$ cat src/rgb_led_pattern_generator_top_macros.svh
// Assertion macros shared by the LED pattern generator modules.
`ifndef RGB_LED_PATTERN_GENERATOR_TOP_MACROS_SVH
`define RGB_LED_PATTERN_GENERATOR_TOP_MACROS_SVH

// Same-cycle implication, checked out of reset.
`define RLPG_ASSERT_IMPL(lbl, clk, rst_n, ante, cons) \
    lbl: assert property (@(posedge clk) disable iff (!rst_n) (ante) |-> (cons)) \
        else $error("rlpg assertion failed");

// Next-cycle implication, checked out of reset.
`define RLPG_ASSERT_NEXT(lbl, clk, rst_n, ante, cons) \
    lbl: assert property (@(posedge clk) disable iff (!rst_n) (ante) |=> (cons)) \
        else $error("rlpg assertion failed");

`endif

$ cat src/rlpg_pkg.sv
// Shared constants, types and tables of the LED pattern generator.
package rlpg_pkg;

    localparam int CHAIN_MAX  = 16;
    localparam int LED_IDX_W  = 4;
    localparam int CNT_W      = 5;
    localparam int HUE_W      = 13;
    localparam int WGT_W      = 17;
    localparam int HUE_FULL   = 5760;
    localparam int HUE_SECTOR = 960;

    // pattern codes
    localparam logic [2:0] MODE_OFF     = 3'd0;
    localparam logic [2:0] MODE_SOLID   = 3'd1;
    localparam logic [2:0] MODE_SLOW    = 3'd2;
    localparam logic [2:0] MODE_FAST    = 3'd3;
    localparam logic [2:0] MODE_BREATHE = 3'd4;
    localparam logic [2:0] MODE_RAINBOW = 3'd5;

    // register indexes
    localparam logic [1:0] REG_MODE   = 2'd0;
    localparam logic [1:0] REG_COLOR  = 2'd1;
    localparam logic [1:0] REG_BRIGHT = 2'd2;
    localparam logic [1:0] REG_COUNT  = 2'd3;

    typedef struct packed {
        logic [2:0]  mode;
        logic [23:0] color;
        logic [7:0]  bright;
    } t_cfg;

    // per time stamp results of the time unit
    typedef struct packed {
        logic             slow_off;
        logic             fast_off;
        logic [WGT_W-1:0] weight;
        logic [HUE_W-1:0] hue;
    } t_time_info;

    // one LED of a frame
    typedef struct packed {
        logic [LED_IDX_W-1:0] idx;
        logic                 last;
        logic [HUE_W-1:0]     offset;
        t_time_info           ti;
    } t_led_tok;

    typedef struct packed {
        logic [HUE_W-1:0] q;
        logic [CNT_W-1:0] r;
    } t_step;

    // floor(x / 255), exact for x <= 65025
    function automatic logic [7:0] div255(input logic [15:0] x);
        logic [16:0] tmp;
        tmp = {1'b0, x} + {9'd0, x[15:8]} + 17'd1;
        return tmp[15:8];
    endfunction

    // hue step between neighbouring LEDs: 5760 = q*n + r
    function automatic t_step led_step(input logic [CNT_W-1:0] n);
        t_step s;
        unique case (n)
            5'd1:    s = '{q: 13'd5760, r: 5'd0};
            5'd2:    s = '{q: 13'd2880, r: 5'd0};
            5'd3:    s = '{q: 13'd1920, r: 5'd0};
            5'd4:    s = '{q: 13'd1440, r: 5'd0};
            5'd5:    s = '{q: 13'd1152, r: 5'd0};
            5'd6:    s = '{q: 13'd960,  r: 5'd0};
            5'd7:    s = '{q: 13'd822,  r: 5'd6};
            5'd8:    s = '{q: 13'd720,  r: 5'd0};
            5'd9:    s = '{q: 13'd640,  r: 5'd0};
            5'd10:   s = '{q: 13'd576,  r: 5'd0};
            5'd11:   s = '{q: 13'd523,  r: 5'd7};
            5'd12:   s = '{q: 13'd480,  r: 5'd0};
            5'd13:   s = '{q: 13'd443,  r: 5'd1};
            5'd14:   s = '{q: 13'd411,  r: 5'd6};
            5'd15:   s = '{q: 13'd384,  r: 5'd0};
            5'd16:   s = '{q: 13'd360,  r: 5'd0};
            default: s = '{q: 13'd5760, r: 5'd0};
        endcase
        return s;
    endfunction

    // quarter-wave cosine, Q1.16
    function automatic logic [16:0] cos_q16(input logic [6:0] k);
        logic [16:0] c;
        case (k)
            7'd0:  c = 17'd65536; 7'd1:  c = 17'd65516; 7'd2:  c = 17'd65457;
            7'd3:  c = 17'd65358; 7'd4:  c = 17'd65220; 7'd5:  c = 17'd65043;
            7'd6:  c = 17'd64827; 7'd7:  c = 17'd64571; 7'd8:  c = 17'd64277;
            7'd9:  c = 17'd63944; 7'd10: c = 17'd63572; 7'd11: c = 17'd63162;
            7'd12: c = 17'd62714; 7'd13: c = 17'd62228; 7'd14: c = 17'd61705;
            7'd15: c = 17'd61145; 7'd16: c = 17'd60547; 7'd17: c = 17'd59914;
            7'd18: c = 17'd59244; 7'd19: c = 17'd58538; 7'd20: c = 17'd57798;
            7'd21: c = 17'd57022; 7'd22: c = 17'd56212; 7'd23: c = 17'd55368;
            7'd24: c = 17'd54491; 7'd25: c = 17'd53581; 7'd26: c = 17'd52639;
            7'd27: c = 17'd51665; 7'd28: c = 17'd50660; 7'd29: c = 17'd49624;
            7'd30: c = 17'd48559; 7'd31: c = 17'd47464; 7'd32: c = 17'd46341;
            7'd33: c = 17'd45190; 7'd34: c = 17'd44011; 7'd35: c = 17'd42806;
            7'd36: c = 17'd41576; 7'd37: c = 17'd40320; 7'd38: c = 17'd39040;
            7'd39: c = 17'd37736; 7'd40: c = 17'd36410; 7'd41: c = 17'd35062;
            7'd42: c = 17'd33692; 7'd43: c = 17'd32303; 7'd44: c = 17'd30893;
            7'd45: c = 17'd29466; 7'd46: c = 17'd28020; 7'd47: c = 17'd26558;
            7'd48: c = 17'd25080; 7'd49: c = 17'd23586; 7'd50: c = 17'd22078;
            7'd51: c = 17'd20557; 7'd52: c = 17'd19024; 7'd53: c = 17'd17479;
            7'd54: c = 17'd15924; 7'd55: c = 17'd14359; 7'd56: c = 17'd12785;
            7'd57: c = 17'd11204; 7'd58: c = 17'd9616;  7'd59: c = 17'd8022;
            7'd60: c = 17'd6424;  7'd61: c = 17'd4821;  7'd62: c = 17'd3216;
            7'd63: c = 17'd1608;
            default: c = 17'd0;
        endcase
        return c;
    endfunction

endpackage

$ cat src/rlpg_time_unit.sv
// Six-stage pipeline turning a time stamp into blink flags, breathe weight and base hue.
`include "rgb_led_pattern_generator_top_macros.svh"

module rlpg_time_unit
    import rlpg_pkg::*;
(
    input  logic        i_clk,
    input  logic        i_rst_n,
    input  logic        i_in_valid,
    output logic        o_in_ready,
    input  logic [31:0] i_time_ms,
    output logic        o_out_valid,
    input  logic        i_out_ready,
    output t_time_info  o_info
);

    localparam int NST = 6;

    typedef struct packed {
        logic [21:0]      x;
        logic [8:0]       qe;
        logic [13:0]      r10;
        logic [10:0]      p2000;
        logic [12:0]      p5000;
        logic             slow_off;
        logic             fast_off;
        logic [7:0]       j;
        logic [HUE_W-1:0] hue;
        logic [WGT_W-1:0] weight;
    } t_tu_st;

    logic   [NST-1:0] r_v;
    logic   [NST-1:0] rdy;
    t_tu_st           r_st [NST];
    t_tu_st           n_st [NST];

    always_comb begin
        rdy[NST-1] = !r_v[NST-1] || i_out_ready;
        for (int k = NST - 2; k >= 0; k--) begin
            rdy[k] = !r_v[k] || rdy[k+1];
        end
    end

    // stage 0: t mod 10000 folded to a 22-bit sum of byte residues
    always_comb begin
        n_st[0]   = r_st[0];
        n_st[0].x = {14'd0, i_time_ms[7:0]}
                  + {6'd0, i_time_ms[15:8], 8'd0}
                  + ({14'd0, i_time_ms[23:16]} * 22'd5536)
                  + ({14'd0, i_time_ms[31:24]} * 22'd7216);
    end

    // stage 1: quotient estimate, low by at most one
    always_comb begin
        logic [34:0] p;
        p          = {13'd0, r_st[0].x} * 35'd6710;
        n_st[1]    = r_st[0];
        n_st[1].qe = p[34:26];
    end

    // stage 2: remainder with one correction
    always_comb begin
        logic [21:0] m;
        logic [21:0] r;
        m = {13'd0, r_st[1].qe} * 22'd10000;
        r = r_st[1].x - m;
        n_st[2] = r_st[1];
        if (r >= 22'd10000) begin
            r = r - 22'd10000;
        end
        n_st[2].r10 = r[13:0];
    end

    // stage 3: residues of the breathe and rainbow periods
    always_comb begin
        logic [13:0] r;
        r       = r_st[2].r10;
        n_st[3] = r_st[2];
        if (r >= 14'd8000) begin
            n_st[3].p2000 = 11'(r - 14'd8000);
        end else if (r >= 14'd6000) begin
            n_st[3].p2000 = 11'(r - 14'd6000);
        end else if (r >= 14'd4000) begin
            n_st[3].p2000 = 11'(r - 14'd4000);
        end else if (r >= 14'd2000) begin
            n_st[3].p2000 = 11'(r - 14'd2000);
        end else begin
            n_st[3].p2000 = r[10:0];
        end
        n_st[3].p5000 = (r >= 14'd5000) ? 13'(r - 14'd5000) : r[12:0];
    end

    // stage 4: blink flags, phase index and base hue
    always_comb begin
        logic [10:0] p1000;
        logic        par;
        logic [26:0] pj;
        logic [34:0] ph;
        p1000 = (r_st[3].p2000 >= 11'd1000) ? (r_st[3].p2000 - 11'd1000) : r_st[3].p2000;
        par   = 1'b0;
        for (int k = 1; k <= 9; k++) begin
            par = par ^ (p1000 >= 11'(k * 100));
        end
        pj = {16'd0, r_st[3].p2000} * 27'd33555;
        ph = {22'd0, r_st[3].p5000} * 35'd2550142;
        n_st[4]          = r_st[3];
        n_st[4].slow_off = (p1000 >= 11'd500);
        n_st[4].fast_off = par;
        n_st[4].j        = pj[25:18];
        n_st[4].hue      = r_st[3].p5000 + {3'd0, ph[33:24]};
    end

    // stage 5: raised-cosine weight
    always_comb begin
        logic [7:0]  j;
        logic [6:0]  k;
        logic        neg;
        logic [16:0] c;
        logic [17:0] w;
        j = r_st[4].j;
        if (j <= 8'd64) begin
            k   = j[6:0];
            neg = 1'b0;
        end else if (j <= 8'd128) begin
            k   = 7'(8'd128 - j);
            neg = 1'b1;
        end else if (j <= 8'd192) begin
            k   = 7'(j - 8'd128);
            neg = 1'b1;
        end else begin
            k   = 7'(9'd256 - {1'b0, j});
            neg = 1'b0;
        end
        c = cos_q16(k);
        w = neg ? (18'd65536 + {1'b0, c}) : (18'd65536 - {1'b0, c});
        n_st[5]        = r_st[4];
        n_st[5].weight = w[17:1];
    end

    always_ff @(posedge i_clk) begin
        if (!i_rst_n) begin
            r_v <= '0;
        end else begin
            if (rdy[0]) begin
                r_v[0] <= i_in_valid;
            end
            for (int k = 1; k < NST; k++) begin
                if (rdy[k]) begin
                    r_v[k] <= r_v[k-1];
                end
            end
        end
    end

    always_ff @(posedge i_clk) begin
        for (int k = 0; k < NST; k++) begin
            if (rdy[k]) begin
                r_st[k] <= n_st[k];
            end
        end
    end

    assign o_in_ready       = rdy[0];
    assign o_out_valid      = r_v[NST-1];
    assign o_info.slow_off  = r_st[NST-1].slow_off;
    assign o_info.fast_off  = r_st[NST-1].fast_off;
    assign o_info.weight    = r_st[NST-1].weight;
    assign o_info.hue       = r_st[NST-1].hue;

    `RLPG_ASSERT_IMPL(a_rem_range, i_clk, i_rst_n, r_v[2], r_st[2].r10 < 14'd10000)
    `RLPG_ASSERT_IMPL(a_out_range, i_clk, i_rst_n, r_v[NST-1],
        (r_st[NST-1].weight <= 17'd65536) && (r_st[NST-1].hue < 13'(HUE_FULL)))

endmodule

$ cat src/rlpg_led_sequencer.sv
// Expands one time item into one token per LED of the chain.
`include "rgb_led_pattern_generator_top_macros.svh"

module rlpg_led_sequencer
    import rlpg_pkg::*;
(
    input  logic             i_clk,
    input  logic             i_rst_n,
    input  logic [CNT_W-1:0] i_led_count,
    input  logic             i_in_valid,
    output logic             o_in_ready,
    input  t_time_info       i_info,
    output logic             o_out_valid,
    input  logic             i_out_ready,
    output t_led_tok         o_tok
);

    logic                 r_valid;
    t_time_info           r_info;
    logic [LED_IDX_W-1:0] r_idx;
    logic [CNT_W-1:0]     r_n;
    logic [HUE_W-1:0]     r_off;
    logic [CNT_W-1:0]     r_rem;

    logic             last;
    logic             take;
    logic [CNT_W-1:0] n_cnt;
    t_step            step;
    logic [CNT_W:0]   rem_sum;

    always_comb begin
        if (i_led_count == '0) begin
            n_cnt = CNT_W'(1);
        end else if (i_led_count > CNT_W'(CHAIN_MAX)) begin
            n_cnt = CNT_W'(CHAIN_MAX);
        end else begin
            n_cnt = i_led_count;
        end
    end

    assign last    = ({1'b0, r_idx} == (r_n - CNT_W'(1)));
    assign take    = !r_valid || (i_out_ready && last);
    assign step    = led_step(r_n);
    assign rem_sum = {1'b0, r_rem} + {1'b0, step.r};

    always_ff @(posedge i_clk) begin
        if (!i_rst_n) begin
            r_valid <= 1'b0;
        end else if (take) begin
            r_valid <= i_in_valid;
        end
    end

    // offset = floor(idx * 5760 / n), kept as quotient plus remainder
    always_ff @(posedge i_clk) begin
        if (take) begin
            r_info <= i_info;
            r_n    <= n_cnt;
            r_idx  <= '0;
            r_off  <= '0;
            r_rem  <= '0;
        end else if (i_out_ready) begin
            r_idx <= r_idx + LED_IDX_W'(1);
            if (rem_sum >= {1'b0, r_n}) begin
                r_rem <= CNT_W'(rem_sum - {1'b0, r_n});
                r_off <= r_off + step.q + HUE_W'(1);
            end else begin
                r_rem <= rem_sum[CNT_W-1:0];
                r_off <= r_off + step.q;
            end
        end
    end

    assign o_in_ready   = take;
    assign o_out_valid  = r_valid;
    assign o_tok.idx    = r_idx;
    assign o_tok.last   = last;
    assign o_tok.offset = r_off;
    assign o_tok.ti     = r_info;

    `RLPG_ASSERT_IMPL(a_idx_range, i_clk, i_rst_n, r_valid,
        ({1'b0, r_idx} < r_n) && (r_rem < r_n))
    `RLPG_ASSERT_IMPL(a_off_range, i_clk, i_rst_n, r_valid, r_off < 13'(HUE_FULL))
    `RLPG_ASSERT_NEXT(a_frame_holds, i_clk, i_rst_n, r_valid && i_out_ready && !last,
        r_valid && (r_idx != '0))

endmodule

$ cat src/rlpg_led_pipe.sv
// Five-stage per-LED colour pipeline: scaling, hue sector, breathe and rainbow ramp.
`include "rgb_led_pattern_generator_top_macros.svh"

module rlpg_led_pipe
    import rlpg_pkg::*;
(
    input  logic                 i_clk,
    input  logic                 i_rst_n,
    input  t_cfg                 i_cfg,
    input  logic                 i_in_valid,
    output logic                 o_in_ready,
    input  t_led_tok             i_tok,
    output logic                 o_out_valid,
    input  logic                 i_out_ready,
    output logic [LED_IDX_W-1:0] o_led_index,
    output logic [7:0]           o_red_level,
    output logic [7:0]           o_green_level,
    output logic [7:0]           o_blue_level,
    output logic                 o_last_led
);

    localparam int NST = 5;

    // channel 2 red, 1 green, 0 blue
    typedef struct packed {
        logic [LED_IDX_W-1:0] idx;
        logic                 last;
        logic                 slow_off;
        logic                 fast_off;
        logic [WGT_W-1:0]     weight;
        logic [HUE_W-1:0]     h;
        logic [2:0][7:0]      s;
        logic [2:0][7:0]      bw;
        logic [2:0]           sec;
        logic [9:0]           q;
        logic [11:0]          y;
        logic [7:0]           x;
        logic [2:0][7:0]      rgb;
    } t_px;

    logic [NST-1:0] r_v;
    logic [NST-1:0] rdy;
    t_px            r_st [NST];
    t_px            n_st [NST];

    always_comb begin
        rdy[NST-1] = !r_v[NST-1] || i_out_ready;
        for (int k = NST - 2; k >= 0; k--) begin
            rdy[k] = !r_v[k] || rdy[k+1];
        end
    end

    // stage 0: LED hue and brightness-scaled colour
    always_comb begin
        logic [HUE_W:0] hs;
        logic [15:0]    p;
        hs = {1'b0, i_tok.ti.hue} + {1'b0, i_tok.offset};
        if (hs >= (HUE_W+1)'(HUE_FULL)) begin
            hs = hs - (HUE_W+1)'(HUE_FULL);
        end
        n_st[0]          = r_st[0];
        n_st[0].idx      = i_tok.idx;
        n_st[0].last     = i_tok.last;
        n_st[0].slow_off = i_tok.ti.slow_off;
        n_st[0].fast_off = i_tok.ti.fast_off;
        n_st[0].weight   = i_tok.ti.weight;
        n_st[0].h        = hs[HUE_W-1:0];
        for (int c = 0; c < 3; c++) begin
            p = {8'd0, i_cfg.color[c*8 +: 8]} * {8'd0, i_cfg.bright};
            n_st[0].s[c] = div255(p);
        end
    end

    // stage 1: sector and ramp position, breathe products
    always_comb begin
        logic [HUE_W-1:0] base;
        logic [HUE_W-1:0] f;
        logic [24:0]      pb;
        n_st[1]     = r_st[0];
        n_st[1].sec = 3'd0;
        base        = '0;
        for (int k = 1; k <= 5; k++) begin
            if (r_st[0].h >= HUE_W'(k * HUE_SECTOR)) begin
                n_st[1].sec = 3'(k);
                base        = HUE_W'(k * HUE_SECTOR);
            end
        end
        f = r_st[0].h - base;
        n_st[1].q = n_st[1].sec[0] ? 10'(HUE_W'(HUE_SECTOR) - f) : f[9:0];
        for (int c = 0; c < 3; c++) begin
            pb = {17'd0, r_st[0].s[c]} * {8'd0, r_st[0].weight};
            n_st[1].bw[c] = pb[23:16];
        end
    end

    // stage 2: ramp times brightness, pre-divided by 64
    always_comb begin
        logic [17:0] z;
        z         = {8'd0, r_st[1].q} * {10'd0, i_cfg.bright};
        n_st[2]   = r_st[1];
        n_st[2].y = z[17:6];
    end

    // stage 3: divide by 15 through the reciprocal
    always_comb begin
        logic [24:0] px;
        px        = {13'd0, r_st[2].y} * 25'd4370;
        n_st[3]   = r_st[2];
        n_st[3].x = px[23:16];
    end

    // stage 4: pattern select
    always_comb begin
        logic [7:0] br;
        logic [7:0] x;
        br          = i_cfg.bright;
        x           = r_st[3].x;
        n_st[4]     = r_st[3];
        n_st[4].rgb = '0;
        case (i_cfg.mode)
            MODE_SOLID:   n_st[4].rgb = r_st[3].s;
            MODE_SLOW:    n_st[4].rgb = r_st[3].slow_off ? '0 : r_st[3].s;
            MODE_FAST:    n_st[4].rgb = r_st[3].fast_off ? '0 : r_st[3].s;
            MODE_BREATHE: n_st[4].rgb = r_st[3].bw;
            MODE_RAINBOW: begin
                case (r_st[3].sec)
                    3'd0:    n_st[4].rgb = {br, x, 8'd0};
                    3'd1:    n_st[4].rgb = {x, br, 8'd0};
                    3'd2:    n_st[4].rgb = {8'd0, br, x};
                    3'd3:    n_st[4].rgb = {8'd0, x, br};
                    3'd4:    n_st[4].rgb = {x, 8'd0, br};
                    default: n_st[4].rgb = {br, 8'd0, x};
                endcase
            end
            default:      n_st[4].rgb = '0;
        endcase
    end

    always_ff @(posedge i_clk) begin
        if (!i_rst_n) begin
            r_v <= '0;
        end else begin
            if (rdy[0]) begin
                r_v[0] <= i_in_valid;
            end
            for (int k = 1; k < NST; k++) begin
                if (rdy[k]) begin
                    r_v[k] <= r_v[k-1];
                end
            end
        end
    end

    always_ff @(posedge i_clk) begin
        for (int k = 0; k < NST; k++) begin
            if (rdy[k]) begin
                r_st[k] <= n_st[k];
            end
        end
    end

    assign o_in_ready    = rdy[0];
    assign o_out_valid   = r_v[NST-1];
    assign o_led_index   = r_st[NST-1].idx;
    assign o_red_level   = r_st[NST-1].rgb[2];
    assign o_green_level = r_st[NST-1].rgb[1];
    assign o_blue_level  = r_st[NST-1].rgb[0];
    assign o_last_led    = r_st[NST-1].last;

    `RLPG_ASSERT_IMPL(a_hue_range, i_clk, i_rst_n, r_v[0], r_st[0].h < 13'(HUE_FULL))
    `RLPG_ASSERT_IMPL(a_ramp_range, i_clk, i_rst_n, r_v[1],
        (r_st[1].sec <= 3'd5) && (r_st[1].q <= 10'(HUE_SECTOR)))

endmodule

$ cat src/rgb_led_pattern_generator_top.sv
// Top level of the RGB LED pattern generator: register file and pipeline hookup.
//
// Input channel (i_in_valid / o_in_ready): one item is a time stamp i_time_ms.
// Output channel (o_out_valid / i_out_ready): one item per LED in use, in
// chain order, carrying o_led_index, the three levels and o_last_led, which
// marks the final LED of the frame.
// Configuration is written over the APB port (pattern_mode at 0x0, base_color
// at 0x4, brightness_level at 0x8, led_count at 0xC); pready is tied high.
// Path: a time stamp passes 6 time stages, 1 sequencer stage and 5 colour
// stages before the first result of its frame leaves.
// Throughput: one result per cycle while i_out_ready is high; the sequencer
// holds a frame of n LEDs until its n tokens are sent and takes no new time
// stamp meanwhile, while the time pipeline buffers up to six more.
// Reset clears all valid bits and loads pattern_mode 0, base_color 0,
// brightness_level 255 and led_count 1.
// A stall holds full stages up to a bubble; no item is dropped or repeated.
module rgb_led_pattern_generator_top
    import rlpg_pkg::*;
(
    input  logic        i_clk,
    input  logic        i_rst_n,
    input  logic        psel,
    input  logic        penable,
    input  logic        pwrite,
    input  logic [3:0]  paddr,
    input  logic [31:0] pwdata,
    output logic [31:0] prdata,
    output logic        pready,
    input  logic        i_in_valid,
    output logic        o_in_ready,
    input  logic [31:0] i_time_ms,
    output logic        o_out_valid,
    input  logic        i_out_ready,
    output logic [3:0]  o_led_index,
    output logic [7:0]  o_red_level,
    output logic [7:0]  o_green_level,
    output logic [7:0]  o_blue_level,
    output logic        o_last_led
);

    logic [2:0]       r_mode;
    logic [23:0]      r_color;
    logic [7:0]       r_bright;
    logic [CNT_W-1:0] r_count;

    t_cfg       cfg;
    logic       tu_valid;
    logic       tu_ready;
    t_time_info tu_info;
    logic       sq_valid;
    logic       sq_ready;
    t_led_tok   sq_tok;
    logic       wr_en;

    assign pready = 1'b1;
    assign wr_en  = psel && penable && pwrite && pready;

    always_ff @(posedge i_clk) begin
        if (!i_rst_n) begin
            r_mode   <= MODE_OFF;
            r_color  <= '0;
            r_bright <= 8'd255;
            r_count  <= CNT_W'(1);
        end else if (wr_en) begin
            unique case (paddr[3:2])
                REG_MODE:   r_mode   <= pwdata[2:0];
                REG_COLOR:  r_color  <= pwdata[23:0];
                REG_BRIGHT: r_bright <= pwdata[7:0];
                REG_COUNT:  r_count  <= pwdata[CNT_W-1:0];
                default:    ;
            endcase
        end
    end

    always_comb begin
        unique case (paddr[3:2])
            REG_MODE:   prdata = {29'd0, r_mode};
            REG_COLOR:  prdata = {8'd0, r_color};
            REG_BRIGHT: prdata = {24'd0, r_bright};
            REG_COUNT:  prdata = {{(32-CNT_W){1'b0}}, r_count};
            default:    prdata = '0;
        endcase
    end

    assign cfg.mode   = r_mode;
    assign cfg.color  = r_color;
    assign cfg.bright = r_bright;

    rlpg_time_unit u_time (
        .i_clk       (i_clk),
        .i_rst_n     (i_rst_n),
        .i_in_valid  (i_in_valid),
        .o_in_ready  (o_in_ready),
        .i_time_ms   (i_time_ms),
        .o_out_valid (tu_valid),
        .i_out_ready (tu_ready),
        .o_info      (tu_info)
    );

    rlpg_led_sequencer u_seq (
        .i_clk       (i_clk),
        .i_rst_n     (i_rst_n),
        .i_led_count (r_count),
        .i_in_valid  (tu_valid),
        .o_in_ready  (tu_ready),
        .i_info      (tu_info),
        .o_out_valid (sq_valid),
        .i_out_ready (sq_ready),
        .o_tok       (sq_tok)
    );

    rlpg_led_pipe u_pipe (
        .i_clk         (i_clk),
        .i_rst_n       (i_rst_n),
        .i_cfg         (cfg),
        .i_in_valid    (sq_valid),
        .o_in_ready    (sq_ready),
        .i_tok         (sq_tok),
        .o_out_valid   (o_out_valid),
        .i_out_ready   (i_out_ready),
        .o_led_index   (o_led_index),
        .o_red_level   (o_red_level),
        .o_green_level (o_green_level),
        .o_blue_level  (o_blue_level),
        .o_last_led    (o_last_led)
    );

endmodule
$ cat config.mk
export PLATFORM = sky130hd
export DESIGN_NAME = rgb_led_pattern_generator_top
export DESIGN_NICKNAME = d
export VERILOG_FILES = /design/src/rlpg_pkg.sv /design/src/rlpg_time_unit.sv /design/src/rlpg_led_sequencer.sv /design/src/rlpg_led_pipe.sv /design/src/rgb_led_pattern_generator_top.sv
export VERILOG_INCLUDE_DIRS = /design/src /design/src/src
export SDC_FILE = /design/constraint.sdc
export NUM_CORES = 2
export LEC_CHECK = 0
export CORE_MARGIN = 10
export CORE_UTILIZATION = 40
export DETAILED_ROUTE_END_ITERATION = 16
export DONT_BUFFER_PORTS = 1
export PLACE_DENSITY = 0.57
export SYNTH_ARGS = -nofsm -noshare
export SYNTH_HDL_FRONTEND = slang
export SYNTH_HIERARCHICAL = 1
export SYNTH_SLANG_ARGS = --single-unit
$ cat constraint.sdc
create_clock -name i_clk -period 7.63 [get_ports i_clk]
set_clock_uncertainty 0.1 [all_clocks]
set_input_delay 0.763 -clock i_clk [delete_from_list [all_inputs] [get_ports i_clk]]
set_output_delay 0.763 -clock i_clk [all_outputs]
set_load 0.01 [all_outputs]
==> impl_metrics.tcl <==
set metrics [dict create \
    crit_slowest_cell "fa_1" \
    relSlewSlack_pct 19.42 \
    drt-total-wl_um 145300 \
    hp-start "pwdata[23]" \
    clk_pin_slew_ps 80 \
    firstDrtPassIters 5 \
    worst_slack_ps 309.6 \
    hold_path_depth 2 \
    worstReg2RegStart "u_time/r_st[3][52]$_DFFE_PP_" \
    die_h_um 417.8 \
    synth.yosys.seq_area_share_pct 24.83 \
    crit_type "flop to flop" \
    crit_path_frequent_cell "fa_1" \
    yosysWarnings 6 \
    via_count 43010 \
    wl_per_cell_um 17.38 \
    max_stage_delay_ps 630 \
    rrSetupSlack_ps 310 \
    hpwlAfterDp_um 114900 \
    synth-edff-count 474 \
    arrival_ps 7640 \
    cts_buffers 60 \
    final-hold-violation-count 0 \
    first_global_vias 44970 \
    max_freq_mhz 136.6 \
    drc 0 \
    drt-initial-drc-count 2381 \
    hold_path.class "primary input to flop" \
    fill_cells 15020 \
    min_period_ps 7320 \
    htreeDepth 2 \
    synthArstFlopShare_pct 0 \
    synth_flop_cell "edfxtp_1" \
    io_pins 139 \
    synth.ff_latch_count 548 \
    fin_nets 7905 \
    multi_input_area_mm2 0.04262 \
    gp_congestion 0.8923 \
    critPathCaptureType "flop" \
    cts_tree "done" \
    place_ws_ps -114.6 \
    cts.sinks 548 \
    netlist-cell-type-count 125 \
    fin_setup_tns_ps 0 \
    area_growth_pct 7.486 \
    worst_slew_pin_slew_ps 1209 \
    final_core_utilization_pct 43.39 \
    row_count 145 \
    grt_setup_unrepaired "true" \
    io_buffer_count 0 \
    die_width_um 417.8 \
    path_max_fanout 3 \
    synth_area_mm2 0.06328 \
    finalSetupViolations 0 \
    required_ps 7950 \
    synthCells 6259 \
    coreArea_mm2 0.1568 \
    avgSynthCellArea_um2 10.11 \
    die_area_mm2 0.1745 \
    grt_overflow 0 \
    grtUsageTotal_pct 16.80 \
    detail-route-antenna-nets 0 \
    r2r-end "u_time/r_st[4][28]$_DFFE_PP_" \
    vias_per_cell 5.144 \
    grt_max_degree 77 \
    clockBufferDepth 3 \
    final_max_slew_viol_count 0 \
    initial_core_util_pct 40.37 \
    antenna_found_initial 7 \
    r2r_cells 30 \
    seq_area_mm2 0.01572 \
    grt_pass1_wl_um 240000 \
    maxCapViolations 0 \
    period_share_pct 95.94 \
    start_kind "flop" \
    root_buffer "clkbuf_16" \
    drive_gt1_share_pct 5.222 \
    clk_latency_ps 700 \
    hold_end "r_color[23]$_SDFFE_PN0P_" \
    status "complete, no violations" \
]
## cell usage after synthesis (15+ instances only)
| library cell | instances | share of area (%) |
|---|---|---|
| o21bai_1 | 17 | 0.20 |
| a22o_1 | 15 | 0.21 |
| a21o_1 | 73 | 0.87 |
| nand2_1 | 548 | 3.3 |
| inv_1 | 1101 | 6.5 |
| and3_1 | 35 | 0.35 |
| clkbuf_1 | 149 | 0.88 |
| a211oi_1 | 68 | 0.81 |
| ha_1 | 889 | 18 |
| xor2_1 | 79 | 1.1 |
| a22oi_1 | 33 | 0.39 |
| o21ai_0 | 172 | 1.4 |
| a21oi_1 | 184 | 1.5 |
| nor3_1 | 61 | 0.48 |
| nor2b_1 | 49 | 0.48 |
| xnor2_1 | 217 | 3.0 |
| fa_1 | 693 | 22 |
| or3_1 | 19 | 0.19 |
| nand2b_1 | 36 | 0.36 |
| dfxtp_1 | 74 | 2.3 |
| o21a_1 | 48 | 0.57 |
| mux2i_1 | 49 | 0.78 |
| o31ai_1 | 28 | 0.33 |
| a31oi_1 | 23 | 0.23 |
| nand4_1 | 21 | 0.21 |
| o211ai_1 | 48 | 0.57 |
| nand3_1 | 72 | 0.57 |
| nor2_1 | 209 | 1.2 |
| or2_2 | 21 | 0.21 |
| and2_1 | 416 | 4.1 |
| buf_2 | 19 | 0.15 |
| edfxtp_1 | 474 | 22 |
## critical path: cells and delay by family (launching register included)
| kind | cells | cell delay [ps] |
|---|---|---|
| AND/OR/NAND/NOR | 3 | 620 |
| adder cells (fa/ha/maj) | 7 | 3090 |
| flip-flops | 1 | 420 |
| AO/OA/AOI/OAI | 13 | 2110 |
| buffers and inverters | 6 | 520 |
| XOR/XNOR | 1 | 210 |
## cell families after synthesis
logic type,after synthesis,synth area share [%]
AOI/OAI and AO/OA,891,9.702
xor gates and xnor gates,299,4.194
adders and majority gates,1583,39.52
other,2,0.01187
muxes,60,1.078
buffers and inverters,1299,7.984
DFF,548,24.83
and+or+nand+nor,1577,12.68
## cell usage in the layout (no fill, tap or decap), types with 10 or more instances in the layout
cell type / Yosys / final
a22oi_1: 33 / 33
or2_2: 21 / 21
a22o_1: 15 / 15
o21a_1: 48 / 48
o21bai_1: 17 / 17
edfxtp_1: 474 / 474
mux2i_1: 49 / 49
and2_1: 416 / 416
and3_1: 35 / 35
a221o_1: 12 / 12
nand2_1: 548 / 546
a21o_1: 73 / 73
nand3_1: 72 / 71
a211o_1: 14 / 14
nor2_1: 209 / 208
a21oi_1: 184 / 183
clkbuf_16: 0 / 60
o211ai_1: 48 / 48
o21ai_1: 12 / 16
nand2b_1: 36 / 36
ha_1: 889 / 889
nor4_1: 13 / 13
clkinv_2: 0 / 11
o31ai_1: 28 / 28
a31oi_1: 23 / 23
or3_1: 19 / 19
xor2_1: 79 / 79
a211oi_1: 68 / 68
clkinvlp_4: 0 / 10
o21ai_0: 172 / 166
nor2b_1: 49 / 49
buf_4: 13 / 115
fa_1: 693 / 692
xnor2_1: 217 / 216
nand4_1: 21 / 21
nor3_1: 61 / 61
dfxtp_1: 74 / 73
a21boi_0: 14 / 11
inv_1: 1101 / 1099
## flip-flops by register name, indices dropped and copies added, names as in the netlist, 6 cells and up
register and count:
u_time/r_st 143, r_bright 8, u_time/r_v 6, u_seq/o_tok 32, u_pipe/r_st 294, r_color 24, u_seq/r_off 13
## how the worst max path moves through the flow
stage | startpoint | end | cells after the start
finish | u_time/r_st[3][52]$_DFFE_PP_ | u_time/r_st[4][28]$_DFFE_PP_ | 30
global route | u_time/r_st[3][44]$_DFFE_PP_ | u_time/r_st[4][29]$_DFFE_PP_ | 31
CTS | u_time/r_st[3][50]$_DFFE_PP_ | u_time/r_st[4][29]$_DFFE_PP_ | 31
detailed placement | u_time/r_st[3][50]$_DFFE_PP_ | u_time/r_st[4][29]$_DFFE_PP_ | 31
global placement | u_time/r_st[3][50]$_DFFE_PP_ | u_time/r_st[4][29]$_DFFE_PP_ | 31
floorplan | u_time/r_st[3][50]$_DFFE_PP_ | u_time/r_st[4][29]$_DFFE_PP_ | 30
## per-layer routing
metal,vias to the layer above,global-route usage (%),wire length (µm)
met3,194,1.669,5626
met2,798,29.14,70500
met1,21270,22.30,65160
met4,0,4.540,4000
li1,20750,-,-
met5,-,0,0
## final cells by class
| class | instances | share of cell area (%) |
|---|---|---|
| multi-input combinational | 4419 | 62.67 |
| sequential | 548 | 23.11 |
| inverter | 1103 | 6.094 |
| tap | 2058 | 3.786 |
| clock buffer | 68 | 2.281 |
| timing repair buffer | 116 | 1.286 |
| clock inverter | 46 | 0.7744 |
| antenna | 2 | 0.007358 |
## through the flow
stage | instances | hold slack, ps | instance area [µm²]
finish | 8360 | 88.15 | 68020
global route | 8358 | 56.37 | 68010
CTS | 8352 | 32.18 | 67930
detailed placement | 8238 | 304.5 | 65860
global placement | 8238 | 301.2 | 65860
floorplan | 6266 | 300.3 | 63310
## repair_timing
item                                   in CTS  in global routing
hold buffers                                0                  0
setup buffers                               0                  6
endpoints found under the hold margin       0                  0
pin swaps                                   1                  9
setup endpoints to repair                   2                  7
resized for setup                           3                 15
Power is not shown: default switching activity piles up to over one toggle a cycle in this logic, so the estimate is an artifact.
